### src/rtl/core/tsr_pkg.sv
// Shared types, widths and codes for the triangle span rasterizer.
package tsr_pkg;

  localparam int COORD_BITS = 12;
  localparam int COLOR_W    = 16;
  localparam int ACC_W      = 2 * COORD_BITS + 2;
  localparam int CNT_W      = $clog2(COORD_BITS);
  localparam int S_DATA_W   = ((6 * COORD_BITS + COLOR_W + 7) / 8) * 8;
  localparam int M_DATA_W   = ((3 * COORD_BITS + COLOR_W + 7) / 8) * 8;

  typedef logic signed [COORD_BITS-1:0] coord_t;
  typedef logic        [COORD_BITS-1:0] ucoord_t;
  typedef logic        [COLOR_W-1:0]    color_t;

  typedef struct packed {
    coord_t x;
    coord_t y;
  } vertex_t;

  // one edge evaluation: xa + (xb - xa) * k / h, sum truncated toward zero
  typedef struct packed {
    coord_t  xa;
    coord_t  xb;
    ucoord_t k;
    ucoord_t h;
  } edge_req_t;

  localparam logic CMD_LOAD = 1'b0;
  localparam logic CMD_STEP = 1'b1;

  typedef enum logic [2:0] {
    ST_IDLE,
    ST_RUN_A,
    ST_WAIT_A,
    ST_RUN_B,
    ST_WAIT_B,
    ST_EMIT
  } tsr_state_t;

  typedef enum logic [1:0] {
    IP_IDLE,
    IP_MUL,
    IP_DIV,
    IP_DONE
  } ip_state_t;

endpackage

### src/rtl/core/tsr_interp.sv
// Bit-serial edge interpolator: serial multiply-accumulate then restoring divide.
module tsr_interp (
  input  logic                clk,
  input  logic                rst,
  input  logic                start,
  input  tsr_pkg::edge_req_t  req,
  output logic                done,
  output tsr_pkg::coord_t     result
);

  localparam int C = tsr_pkg::COORD_BITS;
  localparam int A = tsr_pkg::ACC_W;

  tsr_pkg::ip_state_t state, state_next;

  logic [tsr_pkg::CNT_W-1:0] cnt;
  logic                      cnt_last;
  tsr_pkg::coord_t           xa;
  logic signed [C:0]         dx;
  tsr_pkg::ucoord_t          h_sr;
  tsr_pkg::ucoord_t          k_sr;
  tsr_pkg::ucoord_t          h;
  logic signed [A-1:0]       acc;
  logic signed [A-1:0]       acc_next;
  logic [A-1:0]              acc_mag;
  logic [A-1:0]              rem;
  logic [A-1:0]              dvs;
  logic                      neg;
  tsr_pkg::ucoord_t          q;
  logic [C:0]                q_signed;

  assign cnt_last = (cnt == tsr_pkg::CNT_W'(C - 1));

  // MSB first: acc = 2*acc + h_bit*xa + k_bit*dx
  always_comb begin
    acc_next = (acc <<< 1)
             + (h_sr[C-1] ? {{(A-C){xa[C-1]}}, xa} : '0)
             + (k_sr[C-1] ? {{(A-C-1){dx[C]}}, dx} : '0);
    acc_mag  = acc_next[A-1] ? (~acc_next + 1'b1) : acc_next;
  end

  always_comb begin
    state_next = state;
    case (state)
      tsr_pkg::IP_IDLE: if (start) state_next = tsr_pkg::IP_MUL;
      tsr_pkg::IP_MUL:  if (cnt_last) state_next = tsr_pkg::IP_DIV;
      tsr_pkg::IP_DIV:  if (cnt_last) state_next = tsr_pkg::IP_DONE;
      tsr_pkg::IP_DONE: state_next = tsr_pkg::IP_IDLE;
      default:          state_next = tsr_pkg::IP_IDLE;
    endcase
  end

  always_comb begin
    q_signed = neg ? (~{1'b0, q} + 1'b1) : {1'b0, q};
    done     = (state == tsr_pkg::IP_DONE);
    result   = q_signed[C-1:0];
  end

  always_ff @(posedge clk) begin
    if (rst) begin
      state <= tsr_pkg::IP_IDLE;
    end else begin
      state <= state_next;
    end
  end

  always_ff @(posedge clk) begin
    case (state)
      tsr_pkg::IP_IDLE: begin
        if (start) begin
          xa   <= req.xa;
          dx   <= {req.xb[C-1], req.xb} - {req.xa[C-1], req.xa};
          h_sr <= req.h;
          k_sr <= req.k;
          h    <= req.h;
          acc  <= '0;
          cnt  <= '0;
        end
      end
      tsr_pkg::IP_MUL: begin
        acc  <= acc_next;
        h_sr <= h_sr << 1;
        k_sr <= k_sr << 1;
        cnt  <= cnt + 1'b1;
        if (cnt_last) begin
          rem <= acc_mag;
          neg <= acc_next[A-1];
          dvs <= {{(A-C){1'b0}}, h} << (C - 1);
          q   <= '0;
          cnt <= '0;
        end
      end
      tsr_pkg::IP_DIV: begin
        if (rem >= dvs) begin
          rem <= rem - dvs;
          q   <= {q[C-2:0], 1'b1};
        end else begin
          q   <= {q[C-2:0], 1'b0};
        end
        dvs <= dvs >> 1;
        cnt <= cnt + 1'b1;
      end
      default: begin
      end
    endcase
  end

endmodule

### src/rtl/core/triangle_span_rasterizer.sv
// Triangle span rasterizer: loads a triangle, then emits one span per step beat.
// Load beat: no result; input ready again the next cycle.
// Step beat on an edged triangle: edge evaluations A and B run in turn on the shared serial
//   unit, then EMIT; input is ready again once the span is in the output register.
// Step beat when idle or on a flat triangle: straight to EMIT, ready once loaded.
// Synchronous reset clears the control state: no triangle active, output empty.
module triangle_span_rasterizer (
  input  logic                          clk,
  input  logic                          rst,
  input  logic                          s_axis_tvalid,
  output logic                          s_axis_tready,
  // ax, ay, bx, by, cx, cy, fill_color (lowest bit up)
  input  logic [tsr_pkg::S_DATA_W-1:0]  s_axis_tdata,
  // command
  input  logic                          s_axis_tuser,
  output logic                          m_axis_tvalid,
  input  logic                          m_axis_tready,
  // row, left_x, right_x, span_color, zero pad (lowest bit up)
  output logic [tsr_pkg::M_DATA_W-1:0]  m_axis_tdata,
  // span_valid
  output logic                          m_axis_tuser,
  // last_span
  output logic                          m_axis_tlast
);

  localparam int C  = tsr_pkg::COORD_BITS;
  localparam int CW = tsr_pkg::COLOR_W;

  tsr_pkg::tsr_state_t state, state_next;

  tsr_pkg::vertex_t   top_v, mid_v, bot_v;
  tsr_pkg::color_t    held_color;
  tsr_pkg::ucoord_t   row_index;
  logic               active;
  logic               flat_case;

  tsr_pkg::vertex_t   in_a, in_b, in_c;
  tsr_pkg::vertex_t   srt0, srt1, srt2, tmp;
  tsr_pkg::ucoord_t   upper, total, lower_h;
  logic               lower, step_last;
  tsr_pkg::coord_t    flat_min, flat_max;

  tsr_pkg::edge_req_t req_a, req_b, ip_req;
  logic               ip_start, ip_done;
  tsr_pkg::coord_t    ip_result;
  tsr_pkg::coord_t    ea;

  logic               valid_w, last_w;
  tsr_pkg::coord_t    row_w, lx_w, rx_w;
  tsr_pkg::color_t    color_w;

  logic               out_user, out_last;
  tsr_pkg::coord_t    out_row, out_lx, out_rx;
  tsr_pkg::color_t    out_color;

  logic               s_accept, out_free, out_load;

  assign s_accept = s_axis_tvalid && s_axis_tready;

  // input unpack and three-stage sort on y (swap only on strictly greater)
  always_comb begin
    in_a.x = s_axis_tdata[C-1:0];
    in_a.y = s_axis_tdata[2*C-1:C];
    in_b.x = s_axis_tdata[3*C-1:2*C];
    in_b.y = s_axis_tdata[4*C-1:3*C];
    in_c.x = s_axis_tdata[5*C-1:4*C];
    in_c.y = s_axis_tdata[6*C-1:5*C];
    tmp  = in_a;
    srt0 = in_a;
    srt1 = in_b;
    srt2 = in_c;
    if ($signed(srt0.y) > $signed(srt1.y)) begin
      tmp = srt0; srt0 = srt1; srt1 = tmp;
    end
    if ($signed(srt0.y) > $signed(srt2.y)) begin
      tmp = srt0; srt0 = srt2; srt2 = tmp;
    end
    if ($signed(srt1.y) > $signed(srt2.y)) begin
      tmp = srt1; srt1 = srt2; srt2 = tmp;
    end
  end

  // per-row setup; heights fit unsigned since vertices are sorted
  always_comb begin
    upper     = tsr_pkg::ucoord_t'(mid_v.y - top_v.y);
    total     = tsr_pkg::ucoord_t'(bot_v.y - top_v.y);
    lower_h   = tsr_pkg::ucoord_t'(bot_v.y - mid_v.y);
    lower     = (row_index > upper) || (upper == '0);
    step_last = ({1'b0, row_index} + {{C{1'b0}}, 1'b1}) >= {1'b0, total};

    flat_min = top_v.x;
    flat_max = top_v.x;
    if ($signed(mid_v.x) < $signed(flat_min)) flat_min = mid_v.x;
    if ($signed(bot_v.x) < $signed(flat_min)) flat_min = bot_v.x;
    if ($signed(mid_v.x) > $signed(flat_max)) flat_max = mid_v.x;
    if ($signed(bot_v.x) > $signed(flat_max)) flat_max = bot_v.x;
  end

  always_comb begin
    state_next = state;
    case (state)
      tsr_pkg::ST_IDLE: begin
        if (s_accept && s_axis_tuser == tsr_pkg::CMD_STEP) begin
          if (active && !flat_case) state_next = tsr_pkg::ST_RUN_A;
          else                      state_next = tsr_pkg::ST_EMIT;
        end
      end
      tsr_pkg::ST_RUN_A:  state_next = tsr_pkg::ST_WAIT_A;
      tsr_pkg::ST_WAIT_A: if (ip_done) state_next = tsr_pkg::ST_RUN_B;
      tsr_pkg::ST_RUN_B:  state_next = tsr_pkg::ST_WAIT_B;
      tsr_pkg::ST_WAIT_B: if (ip_done) state_next = tsr_pkg::ST_EMIT;
      tsr_pkg::ST_EMIT:   if (out_free) state_next = tsr_pkg::ST_IDLE;
      default:            state_next = tsr_pkg::ST_IDLE;
    endcase
  end

  always_comb begin
    s_axis_tready = (state == tsr_pkg::ST_IDLE);
    ip_start      = (state == tsr_pkg::ST_RUN_A) || (state == tsr_pkg::ST_RUN_B);
    ip_req        = (state == tsr_pkg::ST_RUN_B) ? req_b : req_a;
    out_free      = !m_axis_tvalid || m_axis_tready;
    out_load      = (state == tsr_pkg::ST_EMIT) && out_free;
  end

  tsr_interp u_interp (
    .clk    (clk),
    .rst    (rst),
    .start  (ip_start),
    .req    (ip_req),
    .done   (ip_done),
    .result (ip_result)
  );

  // control state
  always_ff @(posedge clk) begin
    if (rst) begin
      state         <= tsr_pkg::ST_IDLE;
      active        <= 1'b0;
      flat_case     <= 1'b0;
      row_index     <= '0;
      m_axis_tvalid <= 1'b0;
    end else begin
      state <= state_next;
      if (out_load)           m_axis_tvalid <= 1'b1;
      else if (m_axis_tready) m_axis_tvalid <= 1'b0;
      if (s_accept) begin
        if (s_axis_tuser == tsr_pkg::CMD_LOAD) begin
          active    <= 1'b1;
          flat_case <= (srt0.y == srt2.y);
          row_index <= '0;
        end else if (active) begin
          if (flat_case || step_last) begin
            active    <= 1'b0;
            row_index <= '0;
          end else begin
            row_index <= row_index + 1'b1;
          end
        end
      end
    end
  end

  // datapath
  always_ff @(posedge clk) begin
    if (s_accept) begin
      if (s_axis_tuser == tsr_pkg::CMD_LOAD) begin
        top_v      <= srt0;
        mid_v      <= srt1;
        bot_v      <= srt2;
        held_color <= s_axis_tdata[6*C+CW-1:6*C];
      end else if (!active) begin
        valid_w <= 1'b0;
        last_w  <= 1'b0;
        row_w   <= '0;
        lx_w    <= '0;
        rx_w    <= '0;
        color_w <= '0;
      end else if (flat_case) begin
        valid_w <= 1'b1;
        last_w  <= 1'b1;
        row_w   <= top_v.y;
        lx_w    <= flat_min;
        rx_w    <= flat_max;
        color_w <= held_color;
      end else begin
        valid_w  <= 1'b1;
        last_w   <= step_last;
        row_w    <= top_v.y + row_index;
        color_w  <= held_color;
        req_a.xa <= top_v.x;
        req_a.xb <= bot_v.x;
        req_a.k  <= row_index;
        req_a.h  <= total;
        if (lower) begin
          req_b.xa <= mid_v.x;
          req_b.xb <= bot_v.x;
          req_b.k  <= row_index - upper;
          req_b.h  <= lower_h;
        end else begin
          req_b.xa <= top_v.x;
          req_b.xb <= mid_v.x;
          req_b.k  <= row_index;
          req_b.h  <= upper;
        end
      end
    end

    if (state == tsr_pkg::ST_WAIT_A && ip_done) ea <= ip_result;
    if (state == tsr_pkg::ST_WAIT_B && ip_done) begin
      if ($signed(ea) > $signed(ip_result)) begin
        lx_w <= ip_result;
        rx_w <= ea;
      end else begin
        lx_w <= ea;
        rx_w <= ip_result;
      end
    end

    if (out_load) begin
      out_user  <= valid_w;
      out_last  <= last_w;
      out_row   <= row_w;
      out_lx    <= lx_w;
      out_rx    <= rx_w;
      out_color <= color_w;
    end
  end

  always_comb begin
    m_axis_tdata               = '0;
    m_axis_tdata[C-1:0]        = out_row;
    m_axis_tdata[2*C-1:C]      = out_lx;
    m_axis_tdata[3*C-1:2*C]    = out_rx;
    m_axis_tdata[3*C+CW-1:3*C] = out_color;
    m_axis_tuser               = out_user;
    m_axis_tlast               = out_last;
  end

endmodule

### config.mk
export PLATFORM = sky130hd
export DESIGN_NAME = triangle_span_rasterizer
export DESIGN_NICKNAME = d
export VERILOG_FILES = /design/src/rtl/core/tsr_pkg.sv /design/src/rtl/core/tsr_interp.sv /design/src/rtl/core/triangle_span_rasterizer.sv
export SDC_FILE = /design/constraint.sdc
export NUM_CORES = 1
export LEC_CHECK = 0
export ABC_AREA = 1
export BUFFER_PORTS_ARGS = -buffer_cell sky130_fd_sc_hd__clkbuf_2
export CELL_PAD_IN_SITES_DETAIL_PLACEMENT = 1
export CELL_PAD_IN_SITES_GLOBAL_PLACEMENT = 1
export CORE_MARGIN = 8
export CORE_UTILIZATION = 30
export DETAILED_ROUTE_END_ITERATION = 8
export GPL_TIMING_DRIVEN = 0
export PLACE_DENSITY = 0.66
export SLEW_MARGIN = 20
export SYNTH_ARGS = -nofsm -noshare
export SYNTH_HDL_FRONTEND = slang
export SYNTH_SLANG_ARGS = --single-unit
export TNS_END_PERCENT = 1
### constraint.sdc
create_clock -name clk -period 20.5 [get_ports clk]
set_input_delay 2.05 -clock clk [delete_from_list [all_inputs] [get_ports clk]]
set_output_delay 2.05 -clock clk [all_outputs]
set_load 0.02 [all_outputs]
==> results list <==
- Placement-stage worst setup slack: 11.28 ns
- After global routing the overflow that remains totals 0.
- The number of pins with negative max-slew slack in the final report is 0.
* Sequential element share of the synthesized area: 0.4823
- Root buffer cell: clkbuf_16
- Worst setup EP type: flop
- Measured against its own limit, the worst slew margin works out to 0.2710.
- Clock tree sinks: 476
- Post-Synth Adder-Cell Area: 0.1157
- Setup violations remaining at the end of the flow were counted as 0.
* Clock H-tree levels: 2
- Entering global routing, the biggest net connects 31 pins.
- Setup total negative slack on the finished layout was measured at 0 ns.
- Number of warnings issued by yosys: 0
- For this design, the CTS-stage hold fixing added 0 buffers.
* GRT Resource Usage Total: 0.1537
- Post-route insts no fill: 4786
- Cells after DPL: 4690
* Cell area after placement: 0.03194 mm2
- Global-route wire length before repair: 132600 um
* Status: completed
* Worst hold path endpoint: out_color[13]$_DFFE_PP_
* RSZ-0062 raised after global routing: no
- The synthesized design contains 456 enable-type register cells.
- Worst-case clock buffer depth: 3
- The later pin in the worst-skew pair is clocked with a latency of 0.62 ns.
* Min-delay src: color_w[13]$_SDFFCE_PN0P_
* Final Critical Period: 8.471 ns
- Period Utilization, post-route: 0.4132
* Most common library cell in the layout ignoring fill and taps: nand2_1
- In this run, synthesis produced a sequential element count of 476.
- FF+latch area: 0.01409 mm2
- Cell type with the largest total area after synthesis: edfxtp_1
- Measured slew at the worst slew-check pin: 1.080 ns
- The portion of synthesized area spent on multiplexers is 0.0003426.
- Dominant combinational cell family by area after synthesis: simple AND/OR/NAND/NOR gates
- Among the stages of the critical path, the cell type that occurs most often is nand2_1.
* Number of buffers created by CTS: 52
- Once routing completed, OpenROAD measured the worst setup slack at 12.03 ns.
* Post-route standard cell area excluding fillers: 0.03378 mm2
- Compared with the post-synthesis result, the final layout area differs by 15.60%.
* Type of the tightest min-delay check: reg -> reg
- The count of nets left with antenna violations once routing finished came out at 0.
- Highest Clock Rate: 118.0 MHz
* DRC viols: 0
* Dominant register cell in the synthesized netlist: edfxtp_1
- Count of buffers from port buffering: 147
- Post-synthesis async set-or-reset flop share: 0
- Total number of cells along the worst setup path: 36
- Total number of vias: 22689
- For the worst flop-to-flop path, the logic depth is 18.
- Main area contributors after synthesis: edfxtp_1 47%, ha_1 9.4%, nand2_1 9.1%
* Number of instances in the synthesized netlist: 3251
* Clock tree from TritonCTS: done
- Height of the chip: 328.1 um
* Startpoint of the lowest-slack register-to-register path: u_interp.h_sr[11]$_DFFE_PP_
- STA classifies the critical path startpoint as an input pin.
* Worst path bufs/invs: 10
* IR drop worst, VDD: 0.0001057 V
* Die width: 328.1 um
- Post-Synth XOR/XNOR Area: 0.03473
* Layout cells sized above 1: 0.09005
* Mean routed wirelength per cell: 17.68 um
- Worst endpoint required time: 20.83 ns
- In this run the critical register-to-register path is captured at u_interp.rem[21]$_DFFE_PP_.
* Post-Synth Simple-Gate Area: 0.1599
- Across the run, the number of max-cap violations was 0.
* Category of cells accounting for the largest share of critical-path delay: simple AND/OR/NAND/NOR gates
- LEAKAGE: 14.86 nW
- Post-synthesis area per instance: 8.988 um2
- Total wire length: 84630 um
* Largest fanout of any net on the critical path: 10
- Share of the synthesized area in the top cell type: 0.4686
- Cell area after synthesis: 0.02922 mm2
* Master of the slowest instance on the critical path: o21ai_0
- Final HPWL DP: 68420 um
* Total Die Area: 0.1076 mm2
- WS Path Type: in -> reg
- Worst Hold Depth: 0
- Starting density of the core: 0.3026
* Area taken by multi-input logic gates: 0.01279 mm2
- Nets: 3812
- Post-route clock skew: 0.03257 ns
* Power density normalized to cell area: 169.0 mW/mm2
* Vias in the first global route: 23624
- Distinct cell type count after synthesis: 62
- Core region area: 0.09657 mm2
- Fraction of the mapped netlist area in compound gates: 0.1240
- Reg2Reg Setup Slack: 15.02 ns
- In this run, the number of DRC markers left after iteration 0 of detailed routing was 1137.
- Number of setup buffers added after CTS: 0
- 153 I/O pins were placed.
* CTS clock-pin slew for the worst setup and hold paths: 0.06 ns
- The largest single stage delay on the critical path is 0.58 ns.
* Most used cells in the layout excluding fill and tap cells: 704 x nand2_1, 517 x inv_1, 456 x edfxtp_1
- Routed via count divided by cell count: 4.741
- The first detailed-routing pass took 5 iterations.
* Final hold violation count: 0
- Data on the critical path arrives at its endpoint at 8.80 ns.
- Total of fill cells in the finished design: 11299
- In this run the core area contains 114 standard-cell rows.
- At the end of routability-driven placement, the weighted congestion stood at 0.8409.
- Initial antenna violation count: 1
- Once the clock tree was built, the resizer swapped 0 gates to a different size.
==> worst max-delay path by stage <==
| stage | from | to | slack, ns |
|---|---|---|---|
| 6_report | s_axis_tdata[47] | mid_v[3]$_DFFE_PP_ | 12.03 |
| 2_1_floorplan | s_axis_tvalid | req_a[0]$_DFFE_PP_ | 12.15 |
| 3_3_place_gp | s_axis_tvalid | req_a[9]$_DFFE_PP_ | 8.52 |
| 5_1_grt | s_axis_tdata[47] | mid_v[3]$_DFFE_PP_ | 11.53 |
| 3_5_place_dp | s_axis_tdata[23] | mid_v[3]$_DFFE_PP_ | 11.28 |
| 4_1_cts | s_axis_tdata[23] | mid_v[3]$_DFFE_PP_ | 11.93 |
==> registers in the layout, indices dropped and copies added, names as in the netlist, 16 cells and up <==
signal and cells:
req_a 48, color_w 16, u_interp.rem 26, held_color 16, bot_v 24, u_interp.dvs 23
top_v 24, mid_v 24, req_b 48, out_color 16, u_interp.acc 25
==> stage by stage <==
stage,power [mW],utilization,hold slack [ns]
6_report,5.708,0.3498,0.4161
3_3_place_gp,4.605,0.3269,0.4003
2_1_floorplan,3.750,-,0.4003
5_1_grt,6.204,0.3498,0.4212
3_5_place_dp,4.726,0.3308,0.4056
4_1_cts,5.764,0.3498,0.4195
==> cell families (layout without fill, tap and decap cells) <==
logic type	count (synthesis)	after routing
AO/OA/AOI/OAI	653	653
multiplexers	1	1
AND/OR/NAND/NOR	1125	1125
XOR/XNOR	115	115
flip-flops	476	476
adder cells (fa/ha/maj)	251	251
other	1	5
buffers and inverters	629	884
==> routing by layer <==
metal,part of all wire,wire length (um),vias up,global-route usage
met5,0,0,-,0
met1,0.45,38170,10878,0.1995
met3,0.043,3628,96,0.02381
li1,-,-,11333,-
met4,0.026,2228,0,0.04162
met2,0.48,40600,382,0.2649
==> cell usage after synthesis (all sizes together), types with 2 or more instances <==
| master | instances |
|---|---|
| or2 | 15 |
| xor2 | 85 |
| inv | 525 |
| a21o | 6 |
| nor2 | 215 |
| a21boi | 3 |
| nand3 | 117 |
| a221oi | 6 |
| xnor2 | 30 |
| ha | 219 |
| o41ai | 3 |
| a211oi | 7 |
| dfxtp | 20 |
| o31ai | 23 |
| nand2 | 712 |
| o21a | 4 |
| o21bai | 18 |
| o211ai | 29 |
| a31oi | 27 |
| edfxtp | 456 |
| fa | 32 |
| clkbuf | 74 |
| o21ai | 335 |
| nand4 | 22 |
| nand3b | 5 |
| buf | 29 |
| a21oi | 178 |
| o22ai | 7 |
| nor3 | 27 |
| nor4 | 4 |
| and2 | 7 |
| o32ai | 2 |
==> area by class of cell <==
class	instances	share of cell area
tap	1276	0.04726
clock buffer	65	0.04056
inverter	526	0.05845
buffer	103	0.01326
multi-input combinational	2149	0.3787
timing repair buffer	160	0.03082
clock inverter	30	0.01367
antenna	1	0.00007408
sequential	476	0.4172
==> power breakdown <==
group	switching [mW]	total [mW]	internal, mW
Combinational	2.12	3.11	0.989
Sequential	0.113	1.59	1.48
Clock	0.402	1.01	0.603
Total	2.64	5.71	3.07
(Power assumes the default switching activity.)
